File: config.mk
export PLATFORM = sky130hd
export DESIGN_NAME = rhis_divu
export DESIGN_NICKNAME = d
export VERILOG_FILES = /design/src/sv/rhis_pkg.sv /design/src/sv/rhis_divu.sv
export SDC_FILE = /design/constraint.sdc
export NUM_CORES = 1
export LEC_CHECK = 0
export ABC_AREA = 0
export CELL_PAD_IN_SITES_DETAIL_PLACEMENT = 1
export CELL_PAD_IN_SITES_GLOBAL_PLACEMENT = 1
export CORE_UTILIZATION = 49
export CTS_BUF_LIST = sky130_fd_sc_hd__clkbuf_8 sky130_fd_sc_hd__clkbuf_16
export CTS_CLUSTER_SIZE = 30
export DETAILED_ROUTE_END_ITERATION = 10
export DONT_BUFFER_PORTS = 1
export PLACE_DENSITY_LB_ADDON = 0.1
export SLEW_MARGIN = 5
export SYNTH_ARGS = -nofsm -noshare
export SYNTH_HDL_FRONTEND = slang
export SYNTH_SLANG_ARGS = --single-unit
File: constraint.sdc
create_clock -name clk_i -period 8.6 [get_ports clk_i]
set_input_delay 2.58 -clock clk_i [delete_from_list [all_inputs] [get_ports clk_i]]
set_output_delay 2.58 -clock clk_i [all_outputs]
set_load 0.02 [all_outputs]
File: src/sv/rhis_pkg.sv
// shared types, constants and helpers for the rotor harmonic inflow solver
`timescale 1ns / 1ps
`default_nettype none
package rhis_pkg;

  typedef logic signed [63:0] q64_t;

  localparam q64_t LIM          = 64'sh1000_0000_0000_0000;
  localparam q64_t MAX32        = 64'sd2147483647;
  localparam q64_t MIN32        = -64'sd2147483648;
  localparam q64_t DAMP         = 64'sd161061274;
  localparam q64_t TOL          = 64'sd268435;
  localparam logic signed [31:0] RESET_INFLOW = 32'sd13421773;
  localparam logic [30:0] LIFT_RST = 31'd1530082099;
  localparam logic [28:0] SOL_RST  = 29'd26843546;
  localparam int MAX_ITER_DEF = 64;

  localparam logic [1:0] ST_CONV  = 2'd0;
  localparam logic [1:0] ST_LIMIT = 2'd1;
  localparam logic [1:0] ST_BAD   = 2'd2;

  localparam logic CFG_LIFT = 1'b0;
  localparam logic CFG_SOL  = 1'b1;

  function automatic logic [63:0] mag(input q64_t v);
    return v[63] ? 64'(-v) : 64'(v);
  endfunction

  function automatic q64_t sat60(input q64_t v);
    if (v > LIM) return LIM;
    if (v < -LIM) return -LIM;
    return v;
  endfunction

  function automatic q64_t sat32(input q64_t v);
    if (v > MAX32) return MAX32;
    if (v < MIN32) return MIN32;
    return v;
  endfunction

endpackage
`default_nettype wire

File: src/sv/rhis_divu.sv
// fixed point restoring divider, one quotient bit per cycle
`timescale 1ns / 1ps
`default_nettype none
module rhis_divu (
  input  wire logic          clk_i,
  input  wire logic          rst_ni,
  input  wire logic          start_i,
  input  wire rhis_pkg::q64_t a_i,
  input  wire rhis_pkg::q64_t b_i,
  output logic               done_o,
  output rhis_pkg::q64_t     res_o
);

  localparam int NBits = 89;

  logic              busy_q;
  logic [6:0]        cnt_q;
  logic [NBits-1:0]  n_q, q_q;
  logic [63:0]       rem_q, ud_q, rs, qm;
  logic              neg_q, ge;
  logic [63:0]       an;

  assign an = rhis_pkg::mag(a_i);
  assign rs = {rem_q[62:0], n_q[NBits-1]};
  assign ge = rs >= ud_q;

  always_ff @(posedge clk_i or negedge rst_ni) begin
    if (!rst_ni) begin
      busy_q <= 1'b0;
      cnt_q  <= '0;
    end else if (start_i) begin
      busy_q <= 1'b1;
      cnt_q  <= '0;
    end else if (busy_q) begin
      if (cnt_q == 7'(NBits)) busy_q <= 1'b0;
      else cnt_q <= cnt_q + 7'd1;
    end
  end

  always_ff @(posedge clk_i) begin
    if (start_i) begin
      n_q   <= {an[60:0], 28'd0};
      ud_q  <= rhis_pkg::mag(b_i);
      neg_q <= a_i[63] ^ b_i[63];
      rem_q <= '0;
      q_q   <= '0;
    end else if (busy_q && cnt_q != 7'(NBits)) begin
      rem_q <= ge ? rs - ud_q : rs;
      n_q   <= {n_q[NBits-2:0], 1'b0};
      q_q   <= {q_q[NBits-2:0], ge};
    end
  end

  assign qm     = (q_q > NBits'(rhis_pkg::LIM)) ? 64'(rhis_pkg::LIM) : q_q[63:0];
  assign res_o  = neg_q ? -rhis_pkg::q64_t'(qm) : rhis_pkg::q64_t'(qm);
  assign done_o = busy_q && (cnt_q == 7'(NBits));

endmodule
`default_nettype wire

-- Word level (Yosys, flattened, before mapping)
Cells that the tools add are included.
- bits in read-only memories: 0
- input port bits: 131
- output and inout port bits: 65
- flip-flop bits (word level): 286
- memories kept: 0
- RAM bits: 0
- latch bits: 0
- word-level logic and storage cells: 37
- bitwise gates (word level): 1
- $add $sub $neg: 5
- shift-type cells: 0
- reduce and logical (&&, ||, !) cells: 5
- $mul: 0
- divide/modulo/power cells: 0
- equal/unequal tests: 3
- magnitude comparators: 2
- mux-type cells: 13
- operators by type and width (kind ; count):
    two-way mux 89 bit ; 2
    two-way mux 64 bit ; 2
    negator 64 bit ; 2
    two-way mux 63 bit ; 2
    greater-than comparator 89 x 61 -> 1 bit (second input constant) ; 1
    >= comparator 64 bit ; 1
    subtractor 63 bit ; 1
    two-way mux 61 bit ; 1
    negator 61 bit ; 1
    two-way mux 7 bit ; 3
    adder 7 x 1 -> 7 bit (second input constant) ; 1
    == test 7 bit (second input constant) ; 1
    != test 7 bit (second input constant) ; 1
    nonzero test 2 bit ; 2
    two-way mux 1 bit ; 3
    logical AND 1 bit ; 2
    != test 2 bit (second input constant) ; 1
    AND reduction 2 bit ; 1
    bitwise XOR 1 bit ; 1

-- Depth between registers and ports, before layout
- depth in word-level cells: 4
- gate-level depth with buffers: 19
- depth with buffers taken out: 14

-- Worst setup path before layout
Ideal clock, no wire load.
- kind: reg2out
- start point: reg q_q[24]
- end point: out res_o[22]
- arrival time: 5256 ps
- cell stages (with the launch flop): 20
- setup slack: 764 ps
- required time: 6020 ps
- path buffers: 6
- path through: dfxtp_1 -> clkbuf_1 -> or4_1 -> or4_1 -> or4_1 -> or3_1 -> or3_1 -> buf_2 -> o21ai_1 -> buf_2 -> buf_2 -> nand2_1 -> ha_1 -> clkbuf_1 -> o21ai_0 -> o41ai_1 -> nor2_1 -> clkbuf_1 -> nor3_1 -> nor3_1
- longest elaborated chain between the ends: 4
- RTL lines (item ; line ; source):
    start, declared ; rhis_divu.sv:18 ; logic [NBits-1:0] n_q, q_q;
    start signal, assigned ; rhis_divu.sv:50 ; q_q <= {q_q[NBits-2:0], ge};
    greater-than comparator 89 x 61 -> 1 bit (*) ; rhis_divu.sv:54 ; assign qm = (q_q > NBits'(rhis_pkg::LIM)) ? 64'(rhis_pkg::LIM) : q_q[63:0];
    two-way mux 64 bit (*) ; rhis_divu.sv:54 ;
    negator 64 bit ; rhis_divu.sv:55 ; assign res_o = neg_q ? -rhis_pkg::q64_t'(qm) : rhis_pkg::q64_t'(qm);
    two-way mux 64 bit (*) ; rhis_divu.sv:55 ;
    end, declared ; rhis_divu.sv:11 ; output rhis_pkg::q64_t res_o
Every way passes the cells marked *; elsewhere a longest branch is shown, timed or not.

-- Final worst setup path
- start point: reg q_q[24]
- end point: out res_o[14]
The elaborated chain is that of the path after synthesis.

==> results_dict.tcl <==
set metrics [dict create \
    path_depth 16 \
    hold_depth 2 \
    slew_headroom_pct 26.02 \
    synthArstFlopShare_pct 2.797 \
    r2r-start "ud_q[59]" \
    crit_family "simple AND/OR/NAND/NOR gates" \
    port_buffers 0 \
    maxCapViolations 0 \
    syn_area_um2 18970 \
    die_area_um2 39510 \
    status "complete, no violations" \
    cts_buffers 34 \
    min_to "q_q[88]" \
    r2r_setup_slack_ns 4.15 \
    rsz0062_at_grt "no" \
    die_w_um 198.8 \
    cts-root-buf "clkbuf_16" \
    detail-route-antenna-nets 0 \
    ys_types 67 \
    worstRegToRegCells 12 \
    synth-main-ff-cell "dfxtp_1" \
    pwr_density_cell_nw_per_um2 159.5 \
    antenna_found_initial 1 \
    grt_pass1_wl_um 87710 \
    dpl_cell_area_um2 19440 \
    cts_tree "yes" \
    dp_slack_ns 0.6142 \
    totalPowerFinal_mw 3.270 \
    crit_fanout 12 \
    cts_buffer_depth 3 \
    layout_setup_ws_ns 0.2494 \
    worst_slew_pin_slew_ns 1.109 \
    synth_nets 2518 \
    clkLatencyLatePin_ns 0.55 \
    synth_edf_count 126 \
    area_growth_pct 8.045 \
    path_cells "or4_1 -> or4_1 -> or4_1 -> or3_1 -> or3_4 -> o21ai_1 -> buf_4 -> nand2_1 -> ha_1 -> o21ai_2 -> o41ai_1 -> nor2_1 -> nor2_1 -> buf_4 -> a311oi_1 -> buf_4" \
    timing.fmax_ghz 0.1198 \
    period_share_pct 97.10 \
    htreeDepth 2 \
    drt_iter0_drc 824 \
    ys_seq_elements 286 \
    ys_seq_area_share_pct 37.03 \
    grt_pass1_vias 16930 \
    hpwl_um 38310 \
    gp_congestion 0.8779 \
    grt_max_degree 318 \
    arrival_ns 5.77 \
    core-area_um2 37840 \
    setup_viol 0 \
    hold_path.class "reg2reg" \
    finalMaxSlewViolations 0 \
    routed_via_density 6.023 \
    dpl.cell_count 2731 \
    hold_viol_final 0 \
    final_common_cell "nand2_1" \
    clock-sinks 286 \
    r2r_end "rem_q[46]" \
    initial_core_util_pct 50.14 \
    skew_ns 0.02152 \
    hold_buffers 0 \
    setup_tns_ns 0 \
    dr.pass1.iters 5 \
    finalInstanceArea_um2 20500 \
    peakVddDrop_mv 0.1326 \
    hp-start "q_q[88]" \
    placementRows 71 \
    cp_num_buf_inv 3 \
    wl_um 54360 \
    crit_path_end_kind "primary output" \
    crit_slowest_cell "or4_1" \
    pin_count 196 \
    power_leakage_nw 7.849 \
    wl_per_cell_um 19.48 \
    final_cell_count_no_fill 2791 \
    track_usage_pct 27.43 \
    start_kind "register" \
    drc 0 \
    drive_above_1_share_pct 5.789 \
    fp.dieH_um 198.8 \
    syn-mean-instance-area_um2 8.189 \
    critPathMaxStageDelay_ns 0.60 \
    clk_pin_slew_worst_paths_ns 0.05 \
    netlist_instances 2317 \
    finish.net_count 2457 \
    n_antenna_cell 0 \
    vias 16810 \
    worstSetupPathType "reg2out" \
    grt_overflow 0 \
    yosys_warnings 0 \
    post-route-min-period_ns 8.351 \
    worstPathRequired_ns 6.02 \
    final_cell_mix "nand2_1, a21oi_1, nor2_1, dfxtp_1, o21ai_0" \
]
-- layout make-up --
cell class	count	area (µm²)
Clock buffer	36	889.6
Clock inverter	24	157.7
Fill cell	4573	17340
Inverter	103	386.6
Multi-Input combinational cell	1788	11080
Sequential cell	286	7027
Tap cell	511	639.4
Timing Repair Buffer	43	322.8
-- worst reg2reg max path, cell delays in order, from the launching register on --
cell      delay [ns]
edfxtp_1        0.37
inv_1           0.11
ha_1            0.30
a21oi_1         0.19
o21ai_0         0.32
or3_1           0.48
a31o_2          0.22
o41ai_1         0.78
nand2_4         0.54
buf_4           0.47
nand3_1         0.19
o21ai_0         0.10
a221oi_1        0.30
-- stage by stage --
step	hold WS, ns	util, %
2_1_floorplan	0.4365	-
3_3_place_gp	0.4433	51.37
3_5_place_dp	0.4534	51.37
4_1_cts	0.4619	54.13
5_1_grt	0.4864	54.17
6_report	0.4617	54.17
-- synth_stat cells (6+ instances only) --
master    count  share of area, %
a31oi_1      13              0.43
nand2b_1     15              0.49
xor2_1      107               4.9
mux2i_1      49               2.6
nor4_1       19              0.63
a211o_1       6              0.28
edfxtp_1    126                20
o21bai_1     16              0.63
mux2_2        9              0.53
nor2b_1       9              0.30
nand3_1      23              0.61
dfrtp_1       8               1.1
o41ai_1      29               1.3
or2_2        14              0.46
o211ai_1     14              0.55
a311oi_1      6              0.28
o21a_1       11              0.44
clkbuf_1    133               2.6
or3_1        40               1.3
nor4b_1       7              0.32
xnor2_1     103               4.8
a21o_1       16              0.63
and3_1        7              0.23
dfxtp_1     152                16
inv_1       103               2.0
nor3_1       49               1.3
ha_1         69               4.5
or4_1        32               1.3
a21oi_1     276               7.3
nor2_1      193               3.8
a211oi_1     42               1.7
o31ai_1      45               1.8
o31a_1       10              0.46
nand2_1     317               6.3
nand4_1      33               1.1
o21ai_0     144               3.8
-- sequential cells by signal (all words and copies together), names as in the netlist --
register / count
busy_q: 1
n_q: 61
rem_q: 63
q_q: 89
cnt_q: 7
neg_q: 1
ud_q: 64
-- report_power, final --
part           internal, mW  switching [mW]  total, mW
sequential             1.51          0.0238       1.53
clock                 0.804           0.584       1.39
combinational         0.144           0.209      0.353
total                  2.45           0.816       3.27
-- cell families after synthesis --
logic type,after synthesis,synth area share (%)
flip-flops,286,37.03
AND/OR/NAND/NOR,780,19.10
multiplexers,58,3.119
XOR/XNOR,210,9.693
adder cells (fa/ha/maj),70,4.655
AO/OA/AOI/OAI,670,21.56
buffers and inverters,243,4.834
-- worst max-delay path by stage --
stage                     slack (ns)         to  startpoint
after global placement          0.75  res_o[14]     q_q[24]
after floorplan                 0.76  res_o[22]     q_q[24]
final                           0.25  res_o[14]     q_q[24]
after detailed placement        0.61  res_o[14]      q_q[4]
after CTS                       0.02  res_o[14]      q_q[4]
after global routing            0.02  res_o[14]     q_q[24]
-- metal layers --
metal  up-vias  wire, µm  GRT usage (%)
met4         2       924          6.952
met2       348     25010          44.82
li1       8208         -              -
met5         -        13              0
met1      8191     25630          37.46
met3        62      2782          4.629
-- repair_timing --
item,CTS,global route
setup endpoints to repair,0,22
setup buffers,0,0
endpoints found under the hold margin,0,0
gates resized for setup,0,4
Note: power is estimated with default switching activity, not from simulation.
