## src/sv/rhis_pkg.sv

```systemverilog
// shared types, constants and helpers for the rotor harmonic inflow solver
`timescale 1ns / 1ps
`default_nettype none
package rhis_pkg;

  typedef logic signed [63:0] q64_t;

  localparam q64_t LIM          = 64'sh1000_0000_0000_0000;
  localparam q64_t MAX32        = 64'sd2147483647;
  localparam q64_t MIN32        = -64'sd2147483648;
  localparam q64_t DAMP         = 64'sd161061274;
  localparam q64_t TOL          = 64'sd268435;
  localparam logic signed [31:0] RESET_INFLOW = 32'sd13421773;
  localparam logic [30:0] LIFT_RST = 31'd1530082099;
  localparam logic [28:0] SOL_RST  = 29'd26843546;
  localparam int MAX_ITER_DEF = 64;

  localparam logic [1:0] ST_CONV  = 2'd0;
  localparam logic [1:0] ST_LIMIT = 2'd1;
  localparam logic [1:0] ST_BAD   = 2'd2;

  localparam logic CFG_LIFT = 1'b0;
  localparam logic CFG_SOL  = 1'b1;

  function automatic logic [63:0] mag(input q64_t v);
    return v[63] ? 64'(-v) : 64'(v);
  endfunction

  function automatic q64_t sat60(input q64_t v);
    if (v > LIM) return LIM;
    if (v < -LIM) return -LIM;
    return v;
  endfunction

  function automatic q64_t sat32(input q64_t v);
    if (v > MAX32) return MAX32;
    if (v < MIN32) return MIN32;
    return v;
  endfunction

endpackage
`default_nettype wire

```

## src/sv/rhis_mulu.sv

```systemverilog
// fixed point multiplier built on one 32x32 multiplier over four partial products
`timescale 1ns / 1ps
`default_nettype none
module rhis_mulu (
  input  wire logic          clk_i,
  input  wire logic          rst_ni,
  input  wire logic          start_i,
  input  wire rhis_pkg::q64_t a_i,
  input  wire rhis_pkg::q64_t b_i,
  output logic               done_o,
  output rhis_pkg::q64_t     res_o
);

  logic         busy_q;
  logic [2:0]   cnt_q;
  logic [63:0]  xm_q, ym_q, prod_q;
  logic         neg_q;
  logic [127:0] acc_q;
  logic [31:0]  opx, opy;
  logic [63:0]  rm;

  always_comb begin
    case (cnt_q)
      3'd0: begin opx = xm_q[31:0];  opy = ym_q[31:0];  end
      3'd1: begin opx = xm_q[31:0];  opy = ym_q[63:32]; end
      3'd2: begin opx = xm_q[63:32]; opy = ym_q[31:0];  end
      3'd3: begin opx = xm_q[63:32]; opy = ym_q[63:32]; end
      default: begin opx = '0; opy = '0; end
    endcase
  end

  always_ff @(posedge clk_i or negedge rst_ni) begin
    if (!rst_ni) begin
      busy_q <= 1'b0;
      cnt_q  <= '0;
    end else if (start_i) begin
      busy_q <= 1'b1;
      cnt_q  <= '0;
    end else if (busy_q) begin
      if (cnt_q == 3'd5) busy_q <= 1'b0;
      else cnt_q <= cnt_q + 3'd1;
    end
  end

  always_ff @(posedge clk_i) begin
    if (start_i) begin
      xm_q  <= rhis_pkg::mag(a_i);
      ym_q  <= rhis_pkg::mag(b_i);
      neg_q <= a_i[63] ^ b_i[63];
      acc_q <= '0;
    end else if (busy_q) begin
      if (cnt_q < 3'd4) prod_q <= opx * opy;
      case (cnt_q)
        3'd1: acc_q <= acc_q + {64'd0, prod_q};
        3'd2, 3'd3: acc_q <= acc_q + {32'd0, prod_q, 32'd0};
        3'd4: acc_q <= acc_q + {prod_q, 64'd0};
        default: acc_q <= acc_q;
      endcase
    end
  end

  assign rm     = (acc_q[127:88] != '0) ? 64'(rhis_pkg::LIM) : {4'd0, acc_q[87:28]};
  assign res_o  = neg_q ? -rhis_pkg::q64_t'(rm) : rhis_pkg::q64_t'(rm);
  assign done_o = busy_q && (cnt_q == 3'd5);

endmodule
`default_nettype wire

```

## config.mk

```make
export PLATFORM = sky130hd
export DESIGN_NAME = rhis_mulu
export DESIGN_NICKNAME = d
export VERILOG_FILES = /design/src/sv/rhis_pkg.sv /design/src/sv/rhis_mulu.sv
export SDC_FILE = /design/constraint.sdc
export NUM_CORES = 2
export LEC_CHECK = 0
export BUFFER_PORTS_ARGS = -buffer_cell sky130_fd_sc_hd__buf_2
export CAP_MARGIN = 20
export CORE_ASPECT_RATIO = 0.6
export CORE_MARGIN = 2
export CORE_UTILIZATION = 44
export CTS_BUF_LIST = sky130_fd_sc_hd__clkbuf_16
export CTS_CLUSTER_DIAMETER = 50
export DETAILED_ROUTE_END_ITERATION = 12
export MAX_ROUTING_LAYER = met4
export PLACE_DENSITY_LB_ADDON = 0.08
export SETUP_SLACK_MARGIN = 0.4
export SYNTH_ARGS = -nofsm -noshare
export SYNTH_HDL_FRONTEND = slang
export SYNTH_SLANG_ARGS = --single-unit
export TNS_END_PERCENT = 10
```

## constraint.sdc

```tcl
create_clock -name clk_i -period 13.4 [get_ports clk_i]
set_input_delay 1.34 -clock clk_i [delete_from_list [all_inputs] [get_ports clk_i]]
set_output_delay 1.34 -clock clk_i [all_outputs]
set_load 0.01 [all_outputs]
```

Word level (Yosys, flattened, before mapping)
Index checks and enable logic that the tools add are counted.
{ "totals": {"regBits": 325, "word_cells": 51} }
{ "classes": {"reduce_logical": 12, "mux": 13, "n_mul": 1, "addsub": 7, "n_eq_ne": 6, "n_lt_le_gt_ge": 1, "bitwise": 2} }
{ "op_table": {"columns": ["cell", "n"], "rows": [
  ["128-bit one-hot mux with 3 select lines", 1],
  ["128-bit adder", 1],
  ["128-bit by 64-bit adder with 128-bit output", 1],
  ["128-bit by 96-bit adder with 128-bit output", 1],
  ["64-bit negator", 2],
  ["32-bit one-hot mux with 2 select lines", 2],
  ["63-bit two-way mux", 2],
  ["32-bit by 32-bit multiplier with 64-bit output", 1],
  ["64-bit two-way mux", 1],
  ["61-bit negator with 64-bit output", 1],
  ["61-bit two-way mux", 1],
  ["40-bit nonzero test", 1],
  ["3-bit two-way mux", 3],
  ["2-bit OR reduction", 4],
  ["3-bit by 2-bit equality test with 1-bit output, second input constant", 2],
  ["3-bit equality test, second input constant", 2],
  ["2-bit AND reduction", 2],
  ["3-bit by 1-bit adder with 3-bit output, second input constant", 1],
  ["3-bit by 1-bit equality test with 1-bit output, second input constant", 1],
  ["3-bit zero test", 1],
  ["3-bit < comparator, second input constant", 1],
  ["1-bit two-way mux", 3],
  ["3-bit AND reduction", 1],
  ["3-bit nonzero test", 1],
  ["other kinds (5)", 5]
]} }

Logic depth before layout (Yosys ltp)
{ "depth": {"word_depth": 4, "mapped_depth": 38, "mapped_depth_nobuf": 34} }

Worst setup path after synthesis
Ideal clock, no wire load.
{ "synth_path": {"kind": "reg2reg", "start": "reg cnt_q[0]", "end": "reg prod_q[58], data pin", "path_slack_ns": 3.382, "path_stages_with_launch": 35, "setup_ns": 0.266, "n_path_buf": 5, "arrival_time_ns": 9.752, "path_cell_list": "dfrtp_1 -> clkbuf_1 -> clkbuf_1 -> inv_1 -> ha_1 -> a21o_1 -> clkbuf_1 -> clkbuf_1 -> a22oi_1 -> clkbuf_1 -> nor2_1 -> fa_1 -> fa_1 -> inv_1 -> fa_1 -> fa_1 -> inv_1 -> fa_1 -> fa_1 -> fa_1 -> inv_1 -> fa_1 -> inv_1 -> ha_1 -> and3_1 -> nand2_1 -> or4_1 -> a31oi_1 -> o21ai_0 -> o41ai_1 -> a221oi_1 -> o21ai_0 -> nand2_1 -> o21ai_0 -> xor2_1"} }
{ "synth_between": {"elab_chain_cells": 4, "elab_cells_between_ends": 11} }
{ "synth_lines": {"columns": ["item", "line_no", "rtl"], "rows": [
  ["from (decl)", "rhis_mulu.sv:15", "logic [2:0] cnt_q;"],
  ["from (signal assigned)", "rhis_mulu.sv:41", "else cnt_q <= cnt_q + 3'd1;"],
  ["3-bit by 2-bit equality test with 1-bit output, or another cell as far along", "rhis_mulu.sv:23", "case (cnt_q)"],
  ["2-bit OR reduction (no source line)", null, null],
  ["32-bit one-hot mux with 2 select lines", "rhis_mulu.sv:23", null],
  ["32-bit by 32-bit multiplier with 64-bit output (*)", "rhis_mulu.sv:52", "if (cnt_q < 3'd4) prod_q <= opx * opy;"],
  ["to (signal assigned)", "rhis_mulu.sv:52", null],
  ["to (decl)", "rhis_mulu.sv:16", "logic [63:0] xm_q, ym_q, prod_q;"]
]} }
Mark *: on every way between the ends. The rest lies on a longest branch, timed or not.
A chain may end at the register's enable or synchronous reset.

Worst setup path in the final report
{ "layout_path": {"start": "reg cnt_q[2]", "end": "reg prod_q[62], data pin"} }
The elaborated chain is that of the path after synthesis.

==> run summary <==
most used cell along the critical path = fa_1
Post-CTS Setup Bufs = 0
Rows = 107
Main synth FF type = edfxtp_1
initial antenna violation count = 37
post-route ant nets = 0
CP Capture Type = flip-flop
unrepaired setup endpoints after global routing = false
average via count per standard cell = 6.21
Seq/Total Area, Yosys = 13.4%
Mapped Avg Cell Area = 8.20 um^2
Synth area leader = fa_1
Clock Skews = 0.0609 ns
Core Region = 142000 um^2
Max Fclk = 86.6 MHz
drt initial violations = 8967
GPL Wtd Cong = 1.10
Clock Tree Root = clkbuf_16
register area = 8460 um^2
depth of the CTS H-tree = 2
worst-margin pin slew = 1.36 ns
Final #Nets = 9151
fin crit period = 11.55 ns
input/output buffers = 195
CP Max Fanout = 56
layout cell share with drive strength beyond 1 = 7.80%
hold buffer count at cts = 0
GR Overflow Total = 0
Syn Nets = 9166
drt total wl = 298000 um
first-pass GRT wire length = 418000 um
I/O Pins = 196
area share of the largest cell type after synthesis = 28.6%
fraction of registers with async set/reset = 1.23%
CTS tree = built
critical path's slowest cell = a22oi_1
area occupied by multi-input gates = 49200 um^2
Setup-failing EPs final = 0
kind of critical path = reg -> reg
worst r2r src = cnt_q[2]
Initial DRT Pass Iterations = 6
Num CTS Buffers = 50
status = complete, no violations
Initial Util = 44.4%
#FFs+latches synth = 325
Slowest Stage Delay on Critical Path = 0.86 ns
GRT Total Usage = 41.1%
clock tree buffer depth = 3
final slew viol count = 0
Layout area overhead = 8.23%
Layout fillers = 14000
Worst Hold Class = reg -> reg
clock latency at the later pin of the worst-skew pair = 0.71 ns
DRC = 0
DP Wirelength = 241000 um
Mapped Cells = 7674
crit path launch = cnt_q[2]
largest net degree at the start of global routing = 93
number of synthesized flops with an enable pin = 193
Util after Layout = 48.0%
top cells by area, synth = fa_1 (29%), edfxtp_1 (9.2%), ha_1 (9.2%)
# resized after CTS = 0
Vias = 59900
Yosys cell types = 83
Setup TNS = 0 ns
die width = 492 um
Final Hold Viols = 0
Max Cap Violations = 0
vias in the first global route = 55800
Tcrit/Tclk final = 86.2%
die area = 146000 um^2
CTS Sinks = 325
die span in y = 297 um
Reg clk slew, reported paths = 0.06 ns
Hold Startpoint = acc_q[17]
crit path launch type = flip-flop
critical path arrival = 11.99 ns
post-synthesis instance area = 62900 um^2
CP Data Required Time = 13.84 ns
Yosys warnings = 0
wire length per cell = 30.9 um
Slew headroom = 8.87%
[critical path: cells and delay by family (launching register included)]
| kind | cells | cell delay, ns |
|---|---|---|
| AOI/OAI and AO/OA | 8 | 3.01 |
| and+or+nand+nor | 5 | 1.11 |
| adders and majority gates | 10 | 4.96 |
| buffers and inverters | 9 | 1.40 |
| DFF | 1 | 0.70 |
[synthesized netlist by cell type, types with 54 or more instances]
library cell,number
inv_1,1011
ha_1,462
o31ai_1,67
o21bai_1,54
a21o_1,130
nor2_1,911
nand4_1,102
nand2_1,893
clkbuf_1,436
a211oi_1,54
edfxtp_1,193
a21oi_1,419
or3_1,57
a31oi_1,61
nor3_1,140
o21ai_0,330
nand3_1,112
dfxtp_1,128
xnor2_1,288
xor2_1,120
fa_1,899
[registers in the layout (all words and copies together) (netlist names)]
register  cells
ym_q         64
prod_q       64
acc_q       128
xm_q         64
neg_q         1
cnt_q         3
busy_q        1
[path summary, 6_finish.rpt]
path	end	slack (ns)	cells past startpoint
hold / removal	acc_q[17]	0.46	2
setup reg to reg	prod_q[62]	1.85	32
setup / recovery	prod_q[62]	1.85	32
min in group asynchronous	busy_q	0.47	1
hold reg to reg	acc_q[17]	0.46	2
max in group asynchronous	cnt_q[0]	12.79	1
[cell families after synthesis]
kind of cell	count (synthesis)	synth area share (%)
flops	325	13.4
mux	44	0.706
compound gates	1551	16.0
buf+inv	1464	8.73
fa+ha+maj	1361	37.8
simple gates	2521	17.6
xor+xnor	408	5.68
[cells in the final DEF, fill, tap and decap left out, types with 32 or more instances in the layout]
master,instances
a21oi_1,417
nand2_1,891
a22o_1,32
nor3_1,137
buf_2,195
and3_1,44
or3_1,57
o21ai_0,330
dfxtp_1,128
nand4_1,102
or2_2,49
clkbuf_16,50
nor4_1,48
a31oi_1,61
xnor2_1,288
o21bai_1,54
ha_1,462
o211ai_1,39
a22oi_1,33
edfxtp_1,193
buf_4,182
fa_1,899
nand3_1,112
inv_1,1011
nor2_1,897
diode_2,33
xor2_1,120
o31ai_1,67
a221oi_1,50
o21a_1,44
nand2b_1,37
a211oi_1,54
mux2i_1,41
a21o_1,129
[per-stage QoR]
step                      setup slack (ns)  hold WS (ns)  area (um^2)  std cells
after floorplan                       3.38         0.436        62900       7674
after CTS                             2.06         0.442        68000       9604
after global placement                2.27         0.446        66200       9509
after global routing                  1.47         0.455        68100       9639
after detailed placement              2.08         0.451        66200       9510
final                                 1.85         0.457        68100       9641
[area by class of cell]
type	instances	share of cell area [%]
Antenna cell	33	0.121
Clock buffer	50	1.84
Clock inverter	44	0.738
Inverter	1013	5.58
Multi-Input combinational cell	5885	72.2
Sequential cell	325	12.4
Tap cell	1907	3.50
Timing Repair Buffer	384	3.62
[layer usage]
| metal | vias to the layer above | GRT usage, % | wire length [um] |
|---|---|---|---|
| li1 | 25600 | - | - |
| met1 | 29900 | 61.8 | 134000 |
| met2 | 3978 | 45.3 | 101000 |
| met3 | 359 | 23.3 | 56300 |
| met4 | 0 | 8.00 | 6640 |
| met5 | - | - | 0 |
Power is not shown: default switching activity piles up to over one toggle a cycle in this logic, so the estimate is an artifact.
